[src/sv/sscp_pkg.sv]
package sscp_pkg;

  localparam int unsigned BufBytes = 512;
  localparam int unsigned CountW   = $clog2(BufBytes + 1);
  localparam int unsigned IndexW   = $clog2(BufBytes);

  localparam logic [CountW-1:0] BufLimit = CountW'(BufBytes);
  localparam logic [CountW-1:0] CountOne = CountW'(1);

  localparam logic [31:0] FnvBasis = 32'd2166136261;

  localparam logic [7:0] ChLf = 8'h0a;
  localparam logic [7:0] ChCr = 8'h0d;
  // lower-case letters, compared after forcing bit 5
  localparam logic [7:0] ChP  = 8'h70;
  localparam logic [7:0] ChZ  = 8'h7a;
  localparam logic [7:0] ChA  = 8'h61;
  localparam logic [7:0] ChR  = 8'h72;
  localparam logic [7:0] CaseBit = 8'h20;

  localparam logic [3:0] StCont       = 4'd0;
  localparam logic [3:0] StSetkDone   = 4'd1;
  localparam logic [3:0] StPairDone   = 4'd2;
  localparam logic [3:0] StPing       = 4'd3;
  localparam logic [3:0] StBadFirst   = 4'd4;
  localparam logic [3:0] StBadSecond  = 4'd5;
  localparam logic [3:0] StSetkLong   = 4'd6;
  localparam logic [3:0] StFieldLong  = 4'd7;
  localparam logic [3:0] StIgnored    = 4'd8;

  localparam logic [1:0] CmdUnknown = 2'd0;
  localparam logic [1:0] CmdPing    = 2'd1;
  localparam logic [1:0] CmdAdd     = 2'd2;
  localparam logic [1:0] CmdRange   = 2'd3;

  localparam logic [1:0] TgtNone  = 2'd0;
  localparam logic [1:0] TgtSetKey = 2'd1;
  localparam logic [1:0] TgtKey   = 2'd2;
  localparam logic [1:0] TgtValue = 2'd3;

  typedef enum logic [2:0] {
    PhStart = 3'd0,
    PhCmd   = 3'd1,
    PhSetk  = 3'd2,
    PhKey   = 3'd3,
    PhValue = 3'd4
  } phase_e;

  typedef struct packed {
    phase_e              phase;
    logic [1:0]          sub_count;
    logic [1:0]          command_kind;
    logic [CountW-1:0]   set_key_count;
    logic [CountW-1:0]   pair_key_count;
    logic [CountW-1:0]   pair_value_count;
    logic [31:0]         running_hash;
    logic                halted;
  } parse_state_t;

  localparam parse_state_t ClearState = '{
    phase:            PhStart,
    sub_count:        2'd0,
    command_kind:     CmdUnknown,
    set_key_count:    '0,
    pair_key_count:   '0,
    pair_value_count: '0,
    running_hash:     32'd0,
    halted:           1'b0
  };

  typedef struct packed {
    logic [7:0] data_byte;
    logic       packet_start;
  } req_t;

  typedef struct packed {
    logic [3:0]  status;
    logic [1:0]  command;
    logic [1:0]  store_target;
    logic [8:0]  store_index;
    logic [31:0] set_key_hash;
    logic [9:0]  set_key_length;
    logic [9:0]  pair_key_length;
    logic [9:0]  pair_value_length;
  } rsp_t;

  // fnv-1a step: xor the byte, then multiply by 16777619 = 2^24 + 0x193
  function automatic logic [31:0] fnv_mix(input logic [31:0] h, input logic [7:0] b);
    logic [31:0] x;
    x = h ^ {24'd0, b};
    return (x << 24) + (x << 8) + (x << 7) + (x << 4) + (x << 1) + x;
  endfunction

endpackage

[src/sv/sscp_step.sv]
module sscp_step (
  input  sscp_pkg::parse_state_t state_i,
  input  sscp_pkg::req_t         req_i,
  output sscp_pkg::parse_state_t state_o,
  output sscp_pkg::rsp_t         rsp_o
);

  always_comb begin
    sscp_pkg::parse_state_t s;
    logic [7:0] b;
    logic [7:0] bl;
    logic [3:0] status;
    logic [1:0] target;
    logic [sscp_pkg::IndexW-1:0] index;
    logic [sscp_pkg::CountW-1:0] klen;
    logic [sscp_pkg::CountW-1:0] vlen;

    s      = req_i.packet_start ? sscp_pkg::ClearState : state_i;
    b      = req_i.data_byte;
    bl     = b | sscp_pkg::CaseBit;
    status = sscp_pkg::StCont;
    target = sscp_pkg::TgtNone;
    index  = '0;

    if (s.halted) begin
      status = sscp_pkg::StIgnored;
    end else begin
      unique case (s.phase)
        sscp_pkg::PhStart: begin
          if (b == sscp_pkg::ChLf) begin
            if (s.sub_count != 2'd0) begin
              s.phase     = sscp_pkg::PhCmd;
              s.sub_count = 2'd0;
            end else begin
              s.sub_count = 2'd1;
            end
          end
        end
        sscp_pkg::PhCmd: begin
          if (s.sub_count == 2'd0) begin
            if (bl == sscp_pkg::ChP) begin
              s.command_kind = sscp_pkg::CmdPing;
              status         = sscp_pkg::StPing;
              s.halted       = 1'b1;
            end else if (bl == sscp_pkg::ChZ) begin
              s.sub_count = 2'd1;
            end else begin
              status   = sscp_pkg::StBadFirst;
              s.halted = 1'b1;
            end
          end else if (s.sub_count == 2'd1) begin
            if (bl == sscp_pkg::ChA) begin
              s.command_kind = sscp_pkg::CmdAdd;
              s.sub_count    = 2'd2;
            end else if (bl == sscp_pkg::ChR) begin
              s.command_kind = sscp_pkg::CmdRange;
              s.sub_count    = 2'd2;
            end else begin
              status   = sscp_pkg::StBadSecond;
              s.halted = 1'b1;
            end
          end else if (b == sscp_pkg::ChLf) begin
            s.phase     = sscp_pkg::PhSetk;
            s.sub_count = 2'd0;
          end
        end
        sscp_pkg::PhSetk: begin
          // first line is the length line, second holds the set key
          if (s.sub_count == 2'd0) begin
            if (b == sscp_pkg::ChLf) begin
              s.sub_count = 2'd1;
            end
          end else if (b == sscp_pkg::ChCr) begin
            status = sscp_pkg::StCont;
          end else if (b == sscp_pkg::ChLf) begin
            s.phase     = sscp_pkg::PhKey;
            s.sub_count = 2'd0;
            status      = sscp_pkg::StSetkDone;
          end else if (s.set_key_count >= sscp_pkg::BufLimit) begin
            status   = sscp_pkg::StSetkLong;
            s.halted = 1'b1;
          end else begin
            target = sscp_pkg::TgtSetKey;
            index  = s.set_key_count[sscp_pkg::IndexW-1:0];
            s.running_hash = sscp_pkg::fnv_mix(
              (s.set_key_count == '0) ? sscp_pkg::FnvBasis : s.running_hash, b);
            s.set_key_count = s.set_key_count + sscp_pkg::CountOne;
          end
        end
        sscp_pkg::PhKey: begin
          if (s.pair_key_count >= sscp_pkg::BufLimit) begin
            status   = sscp_pkg::StFieldLong;
            s.halted = 1'b1;
          end else begin
            target = sscp_pkg::TgtKey;
            index  = s.pair_key_count[sscp_pkg::IndexW-1:0];
            s.pair_key_count = s.pair_key_count + sscp_pkg::CountOne;
            if (b == sscp_pkg::ChLf) begin
              if (s.sub_count == 2'd0) begin
                s.sub_count = 2'd1;
              end else begin
                s.phase     = sscp_pkg::PhValue;
                s.sub_count = 2'd0;
              end
            end
          end
        end
        sscp_pkg::PhValue: begin
          if (s.pair_value_count >= sscp_pkg::BufLimit) begin
            status   = sscp_pkg::StFieldLong;
            s.halted = 1'b1;
          end else begin
            target = sscp_pkg::TgtValue;
            index  = s.pair_value_count[sscp_pkg::IndexW-1:0];
            s.pair_value_count = s.pair_value_count + sscp_pkg::CountOne;
            if (b == sscp_pkg::ChLf) begin
              if (s.sub_count == 2'd0) begin
                s.sub_count = 2'd1;
              end else begin
                status = sscp_pkg::StPairDone;
              end
            end
          end
        end
        default: begin
          status = sscp_pkg::StIgnored;
        end
      endcase
    end

    klen = s.pair_key_count;
    vlen = s.pair_value_count;
    // lengths go out first, then the pair counters restart for the next key
    if (status == sscp_pkg::StPairDone) begin
      s.pair_key_count   = '0;
      s.pair_value_count = '0;
      s.sub_count        = 2'd0;
      s.phase            = sscp_pkg::PhKey;
    end

    state_o = s;
    rsp_o.status            = status;
    rsp_o.command           = s.command_kind;
    rsp_o.store_target      = target;
    rsp_o.store_index       = 9'(index);
    rsp_o.set_key_hash      = s.running_hash;
    rsp_o.set_key_length    = 10'(s.set_key_count);
    rsp_o.pair_key_length   = 10'(klen);
    rsp_o.pair_value_length = 10'(vlen);
  end

endmodule

[src/sv/sorted_set_command_parser.sv]
// sorted-set request parser, one request byte per request on the input channel
// in_data_i carries the byte and packet_start; packet_start clears the parser
// before that byte is handled. every accepted request yields exactly one
// result on out_data_o: status, decoded command, where the byte is stored
// (set key, pair key or pair value buffer) with its index, the running
// fnv-1a 32 hash of the set key and the field lengths.
// the result register loads at the edge that accepts the request. throughput is
// one request per cycle while the receiver keeps up; parser state and the
// result are updated by a single combinational pass between them.
// when the receiver stalls, the result register holds and in_ready_o drops
// until the result is taken; a request is still taken in the same cycle the
// waiting result leaves.
// after ping, a bad command byte or an overflow the parser reports every byte
// as ignored until the next packet start.
// reset clears the parser to the start state and empties the result register.
module sorted_set_command_parser (
  input  logic             clk_i,
  input  logic             rst_ni,
  input  logic             in_valid_i,
  output logic             in_ready_o,
  input  sscp_pkg::req_t   in_data_i,
  output logic             out_valid_o,
  input  logic             out_ready_i,
  output sscp_pkg::rsp_t   out_data_o
);

  sscp_pkg::parse_state_t state_q, state_d;
  sscp_pkg::rsp_t         rsp_q, rsp_d;
  logic                   out_valid_q;
  logic                   in_fire;

  assign in_ready_o  = !out_valid_q || out_ready_i;
  assign in_fire     = in_valid_i && in_ready_o;
  assign out_valid_o = out_valid_q;
  assign out_data_o  = rsp_q;

  sscp_step u_step (
    .state_i (state_q),
    .req_i   (in_data_i),
    .state_o (state_d),
    .rsp_o   (rsp_d)
  );

  always_ff @(posedge clk_i or negedge rst_ni) begin
    if (!rst_ni) begin
      state_q     <= sscp_pkg::ClearState;
      out_valid_q <= 1'b0;
    end else begin
      if (in_fire) begin
        state_q     <= state_d;
        out_valid_q <= 1'b1;
      end else if (out_ready_i) begin
        out_valid_q <= 1'b0;
      end
    end
  end

  always_ff @(posedge clk_i) begin
    if (in_fire) begin
      rsp_q <= rsp_d;
    end
  end

  a_halt_ignores: assert property (@(posedge clk_i) disable iff (!rst_ni)
    in_fire && state_q.halted && !in_data_i.packet_start
    |=> out_valid_q && rsp_q.status == sscp_pkg::StIgnored)
    else $error("halted parser did not ignore byte");

  a_setkey_index: assert property (@(posedge clk_i) disable iff (!rst_ni)
    out_valid_q && rsp_q.store_target == sscp_pkg::TgtSetKey
    |-> rsp_q.store_index == 9'(rsp_q.set_key_length - 10'd1))
    else $error("set key index out of step with length");

  a_pair_done_value: assert property (@(posedge clk_i) disable iff (!rst_ni)
    out_valid_q && rsp_q.status == sscp_pkg::StPairDone
    |-> rsp_q.store_target == sscp_pkg::TgtValue && state_q.phase == sscp_pkg::PhKey)
    else $error("pair complete without value byte or key restart");

  a_stall_holds_state: assert property (@(posedge clk_i) disable iff (!rst_ni)
    !in_fire |=> $stable(state_q))
    else $error("parser state moved without a request");

endmodule

[config.mk]
export PLATFORM = sky130hd
export DESIGN_NAME = sorted_set_command_parser
export DESIGN_NICKNAME = d
export VERILOG_FILES = /design/src/sv/sscp_pkg.sv /design/src/sv/sscp_step.sv /design/src/sv/sorted_set_command_parser.sv
export SDC_FILE = /design/constraint.sdc
export NUM_CORES = 1
export LEC_CHECK = 0
export BUFFER_PORTS_ARGS = -buffer_cell sky130_fd_sc_hd__buf_4
export CORE_MARGIN = 2
export CORE_UTILIZATION = 62
export CTS_CLUSTER_DIAMETER = 200
export CTS_CLUSTER_SIZE = 12
export DETAILED_ROUTE_END_ITERATION = 8
export PLACE_DENSITY = 0.82
export RECOVER_POWER = 25
export SYNTH_ARGS = -nofsm -noshare
export SYNTH_HDL_FRONTEND = slang
export SYNTH_SLANG_ARGS = --single-unit
[constraint.sdc]
create_clock -name clk_i -period 8.3 [get_ports clk_i]
set_input_delay 0.83 -clock clk_i [delete_from_list [all_inputs] [get_ports clk_i]]
set_output_delay 0.83 -clock clk_i [all_outputs]
set_load 0.02 [all_outputs]
Yosys cells after proc, flatten, opt, wreduce, memory -nomap -nowiden
Cells that the tools add are included.
{"block": "totals", "register_bits": 150, "input_bits": 13}
{"block": "classes", "add_sub_neg": 8, "n_lt_le_gt_ge": 3, "eq_ne": 12, "n_mux": 90, "bitwise": 1, "n_reduce_logical": 8}
{"op": "adder 32 bit", "n": 5}
{"op": "2-to-1 mux 70 bit", "n": 2}
{"op": "2-to-1 mux 33 bit", "n": 3}
{"op": "2-to-1 mux 32 bit", "n": 3}
{"op": "2-to-1 mux 10 bit", "n": 9}
{"op": "2-to-1 mux 9 bit", "n": 6}
{"op": "2-to-1 mux 4 bit", "n": 11}
{"op": "2-to-1 mux 2 bit", "n": 18}
{"op": "2-to-1 mux 5 bit", "n": 7}
{"op": "bitwise XOR 32 x 8 -> 32 bit", "n": 1}
{"op": "adder 10 x 1 -> 10 bit (second input constant)", "n": 3}
{"op": "greater-or-equal comparator 10 bit (second input constant)", "n": 3}
{"op": "2-to-1 mux 3 bit", "n": 10}
{"op": "equality test 7 x 6 -> 1 bit (second input constant)", "n": 4}
{"op": "case mux 9 bit (3 select lines)", "n": 1}
{"op": "2-to-1 mux 20 bit", "n": 1}
{"op": "case mux 4 bit (5 select lines)", "n": 1}
{"op": "equality test 8 x 4 -> 1 bit (second input constant)", "n": 2}
{"op": "2-to-1 mux 1 bit", "n": 14}
{"op": "case mux 3 bit (4 select lines)", "n": 1}
{"op": "zero test 10 bit", "n": 1}
{"op": "case mux 2 bit (5 select lines)", "n": 1}
{"op": "equality test 3 x 2 -> 1 bit (second input constant)", "n": 2}
{"op": "case mux 2 bit (3 select lines)", "n": 1}
{"op": "11 further kinds", "n": 12}

Logic depth before layout (Yosys ltp)
{"block": "depth", "word_depth": 16, "ltp_mapped": 28, "depth_no_buf": 24}

Hierarchy
Synthesis repeated with hierarchy kept, for this count alone.
{"block": "unflattened", "cells_unflattened": 1142, "area_unflattened_um2": 11906.4}
{"module": "sscp_step", "instances": 1, "cells_each": 911, "area_per_inst_um2": 6596.3, "seq_area_each_um2": 0.0}
{"module": "sorted_set_command_parser", "instances": 1, "cells_each": 231, "area_per_inst_um2": 5310.1, "seq_area_each_um2": 4149.0}

Worst setup path after synthesis
No wires, ideal clock.
{"block": "synth_path", "path_type": "in2reg", "from": "input in_data_i[0] (netlist bit)", "to": "register rsp_q, in the netlist out_data_o[60], data pin", "setup_time_ns": 0.145, "t_arrival_ns": 6.914, "required_time_ns": 8.155, "setup_slack_ns": 1.242, "stages": 28, "path_cell_list": "clkbuf_1 inv_1 clkbuf_1 nand2_1 ha_1 nor4b_1 a32o_1 buf_2 nor2_2 nand2_1 xor2_1 inv_1 fa_1 inv_1 fa_1 inv_1 fa_1 ha_1 and3_1 a221oi_2 nand2_1 a21oi_2 o22ai_2 and2_4 buf_6 a221oi_2 mux2_2 o21ai_1"}
{"item": "start, declared", "line": "sorted_set_command_parser.sv:21", "text": "input sscp_pkg::req_t in_data_i,"}
{"item": "end signal, assigned", "line": "sorted_set_command_parser.sv:60", "text": "rsp_q <= rsp_d;"}
{"item": "end, declared", "line": "sorted_set_command_parser.sv:28", "text": "sscp_pkg::rsp_t rsp_q, rsp_d;"}

==> impl_metrics.py <==
metrics = {
    "timing": {
        "rsz0062_at_grt": "false",
        "setup_viol": 0,
        "finalHoldViolCount": 0,
        "worst_slew_pin_slew_ps": 4130,
        "relSlewSlack_pct": -175,
        "finalSetupTns_ps": 0,
        "fmax_mhz": 146,
        "fin_skew_ps": 11.4,
        "period_minus_slack_ps": 6840,
        "fin_crit_sh_pct": 82.5,
        "drv_slew": 136,
        "holdWs_ps": 467,
    },
    "route": {
        "num_vias": 9136,
        "wirelength_mm": 29.4,
        "post_drt_wl_per_cell_um": 19.6,
        "drc": 0,
        "drt_pre_antenna_iters": 8,
        "ant_nets": 0,
        "via_per_inst": 6.10,
        "drt_iter0_markers": 1159,
    },
    "layout": {
        "diodes": 0,
        "fillers": 1308,
        "nets": 1413,
        "syn_to_final_growth_pct": 12.5,
        "drive_gt1_share_pct": 12.6,
    },
    "synth": {
        "synth-edff-count": 79,
        "avgSynthCellArea_um2": 9.61,
        "syn_nets": 1337,
        "synthCells": 1180,
        "async_reset_ff_share_pct": 47.3,
        "synth_flop_cell": "edfxtp_1",
        "yosys_warnings": 0,
        "ys_seq_area_share_pct": 36.6,
        "syn_area_um2": 11300,
        "synth_cell_types": 74,
        "synth-seq-cells": 150,
    },
    "clocking": {
        "cts_resized": 0,
        "cts_tree": "built",
        "clk_pin_slew_ps": 70,
        "postCtsSetupBuffers": 0,
        "hold_buffers": 0,
        "cts_buffers": 17,
        "clock_path_buffers": 2,
        "root_buffer": "clkbuf_16",
        "clock-sinks": 150,
        "worstSkewPairLatency_ps": 440,
        "cts.htree.levels": 4,
    },
    "floorplan": {
        "die_area_um2": 19400,
        "die_x_um": 139,
        "start_util_pct": 63.1,
        "die_h_um": 139,
        "core-area_um2": 18000,
        "rows": 49,
        "io_pins": 94,
    },
    "worst_setup_path": {
        "path_max_fanout": 9,
        "crit_path_end_kind": "register",
        "reg2reg_from": "state_q[53]",
        "startpoint_type": "primary input",
        "cp.arrival_ps": 7140,
        "startpoint": "in_data_i[0]",
        "crit_type": "primary input to register",
        "cp_data_required_time_ps": 8600,
    },
    "power": {
        "leakagePower_nw": 5.91,
        "power_frac_seq_pct": 24.4,
        "total_power_mw": 3.54,
        "ir_drop_mv": 0.175,
        "clock_power_share_pct": 22.0,
        "power_frac_comb_pct": 53.6,
        "intPower_mw": 1.98,
        "powerDensity_nw_per_um2": 277,
        "p_switching_mw": 1.56,
        "switching_share_pct": 44.0,
    },
    "placement": {
        "dpl.hpwl_mm": 21.3,
        "portBuffers": 93,
        "place_congestion": 0.962,
    },
    "flow_run": {
        "max-cap-violations": 2,
    },
    "global_routing": {
        "track_usage_pct": 31.0,
        "grt_max_degree": 72,
        "grt_pass1_wl_mm": 47.1,
        "grt_pass1_vias": 8861,
        "overflow": 0,
        "antenna_found_initial": 0,
    },
    "status": {
        "violations": "max-capacitance violations, max-slew violations",
        "status": "finished, violations left",
    },
    "min_path": {
        "min_from": "state_q[3]",
        "hold_path.class": "register to register",
    },
}
==> stage by stage <==
stage	cells	instance area [um2]	util (%)	worst slack, ps
final	1498	12800	71.0	1460
after global routing	1498	12800	71.0	1110
after CTS	1498	12800	71.3	1580
after detailed placement	1466	12200	68.0	1190
after global placement	1466	12200	68.0	1410
after floorplan	1180	11300	-	1240
==> layer usage <==
layer	vias up	GRT usage (%)	routed length, um
met1	4425	45.1	12400
met3	70	7.16	2810
met2	478	45.9	13300
met4	0	11.4	835
li1	4163	-	-
met5	-	0	0
==> final cells by class <==
| class | instances | area (um2) | area share, % |
|---|---|---|---|
| multi-input combinational | 836 | 6440 | 50.5 |
| sequential | 150 | 4150 | 32.5 |
| clock buffer | 17 | 425 | 3.33 |
| clock inverter | 15 | 161 | 1.26 |
| tap | 229 | 287 | 2.25 |
| timing repair buffer | 106 | 751 | 5.88 |
| inverter | 145 | 546 | 4.28 |
==> power groups by stage <==
| stage | clock (mW) | combinational [mW] | sequential [mW] |
|---|---|---|---|
| 6_report | 0.779 | 1.90 | 0.863 |
| 5_1_grt | 0.821 | 2.09 | 0.866 |
| 4_1_cts | 0.786 | 1.88 | 0.860 |
| 3_5_place_dp | 0 | 1.86 | 0.874 |
| 3_3_place_gp | 0 | 1.81 | 0.874 |
| 2_1_floorplan | 0 | 1.42 | 0.878 |
==> cell usage after synthesis, drive strengths merged (21+ instances only) <==
| cell type | instances | area, um2 |
|---|---|---|
| o21ai | 66 | 330 |
| inv | 145 | 544 |
| xnor2 | 41 | 359 |
| edfxtp | 79 | 2370 |
| fa | 77 | 1540 |
| nor2 | 78 | 308 |
| a21o | 23 | 173 |
| buf | 21 | 106 |
| dfrtp | 71 | 1780 |
| ha | 67 | 838 |
| nor2b | 24 | 150 |
| clkbuf | 28 | 106 |
| xor2 | 26 | 228 |
| a21oi | 48 | 244 |
| nand2 | 179 | 672 |
==> critical path, stage by stage <==
cell and delay, ps:
buf_4 120, inv_1 100, nand2_1 100, ha_1 240
nor4b_1 160, a32o_1 410, nor2_2 280, nand2_1 160
xnor2_1 760, xnor2_1 230, ha_1 340, inv_1 50
fa_1 540, inv_1 40, ha_1 290, ha_1 370
and3_1 180, a221oi_2 430, nand2_1 130, a21oi_2 250
o22ai_2 140, and2_4 210, a221oi_2 270, mux2_2 380
o21ai_1 110
==> cell usage in the layout (no fill, tap or decap), types with 5 or more instances in the layout <==
| cell | netlist | routed |
|---|---|---|
| a211oi_1 | 5 | 5 |
| a21o_1 | 23 | 23 |
| a21oi_1 | 47 | 47 |
| a222oi_1 | 8 | 8 |
| a22o_1 | 12 | 12 |
| a31oi_1 | 10 | 10 |
| and3_1 | 18 | 18 |
| buf_4 | 1 | 93 |
| clkbuf_1 | 27 | 12 |
| clkbuf_16 | 0 | 17 |
| dfrtp_1 | 71 | 71 |
| edfxtp_1 | 79 | 79 |
| fa_1 | 77 | 77 |
| ha_1 | 67 | 67 |
| inv_1 | 145 | 144 |
| inv_6 | 0 | 5 |
| mux2_2 | 14 | 14 |
| nand2_1 | 179 | 179 |
| nand2b_1 | 8 | 8 |
| nand3_1 | 16 | 16 |
| nand4_1 | 19 | 19 |
| nor2_1 | 74 | 74 |
| nor2b_1 | 24 | 24 |
| nor3_1 | 10 | 10 |
| o211ai_1 | 5 | 5 |
| o21a_1 | 6 | 6 |
| o21ai_0 | 61 | 61 |
| o21ai_1 | 5 | 5 |
| o41ai_1 | 5 | 5 |
| or3_1 | 6 | 6 |
| xnor2_1 | 41 | 41 |
| xor2_1 | 26 | 26 |
==> worst paths after layout <==
check	endpoint	slack, ps	cells after the start
max	out_data_o[60]	1460	25
min	state_q[3]	470	2
max reg2reg	out_data_o[60]	1660	22
min reg2reg	state_q[3]	470	2
max in group asynchronous	state_q[16]	4130	1
min in group asynchronous	state_q[15]	1820	1
==> cells by family (layout without fill, tap and decap cells) <==
logic type | Yosys count | in the layout | share of synthesized area (%)
flip-flops | 150 | 150 | 36.6
AND/OR/NAND/NOR | 385 | 385 | 15.9
AO/OA/AOI/OAI | 225 | 225 | 13.2
XOR/XNOR | 67 | 67 | 5.17
multiplexers | 15 | 15 | 1.48
adder cells (fa/ha/maj) | 144 | 144 | 21.0
buffers and inverters | 194 | 283 | 6.67
==> flip-flops by register name (all words and copies together) (netlist names) <==
| name | cells |
|---|---|
| out_data_o | 79 |
| out_valid_o | 1 |
| state_q | 70 |
Note: power is estimated with default switching activity, not from simulation.
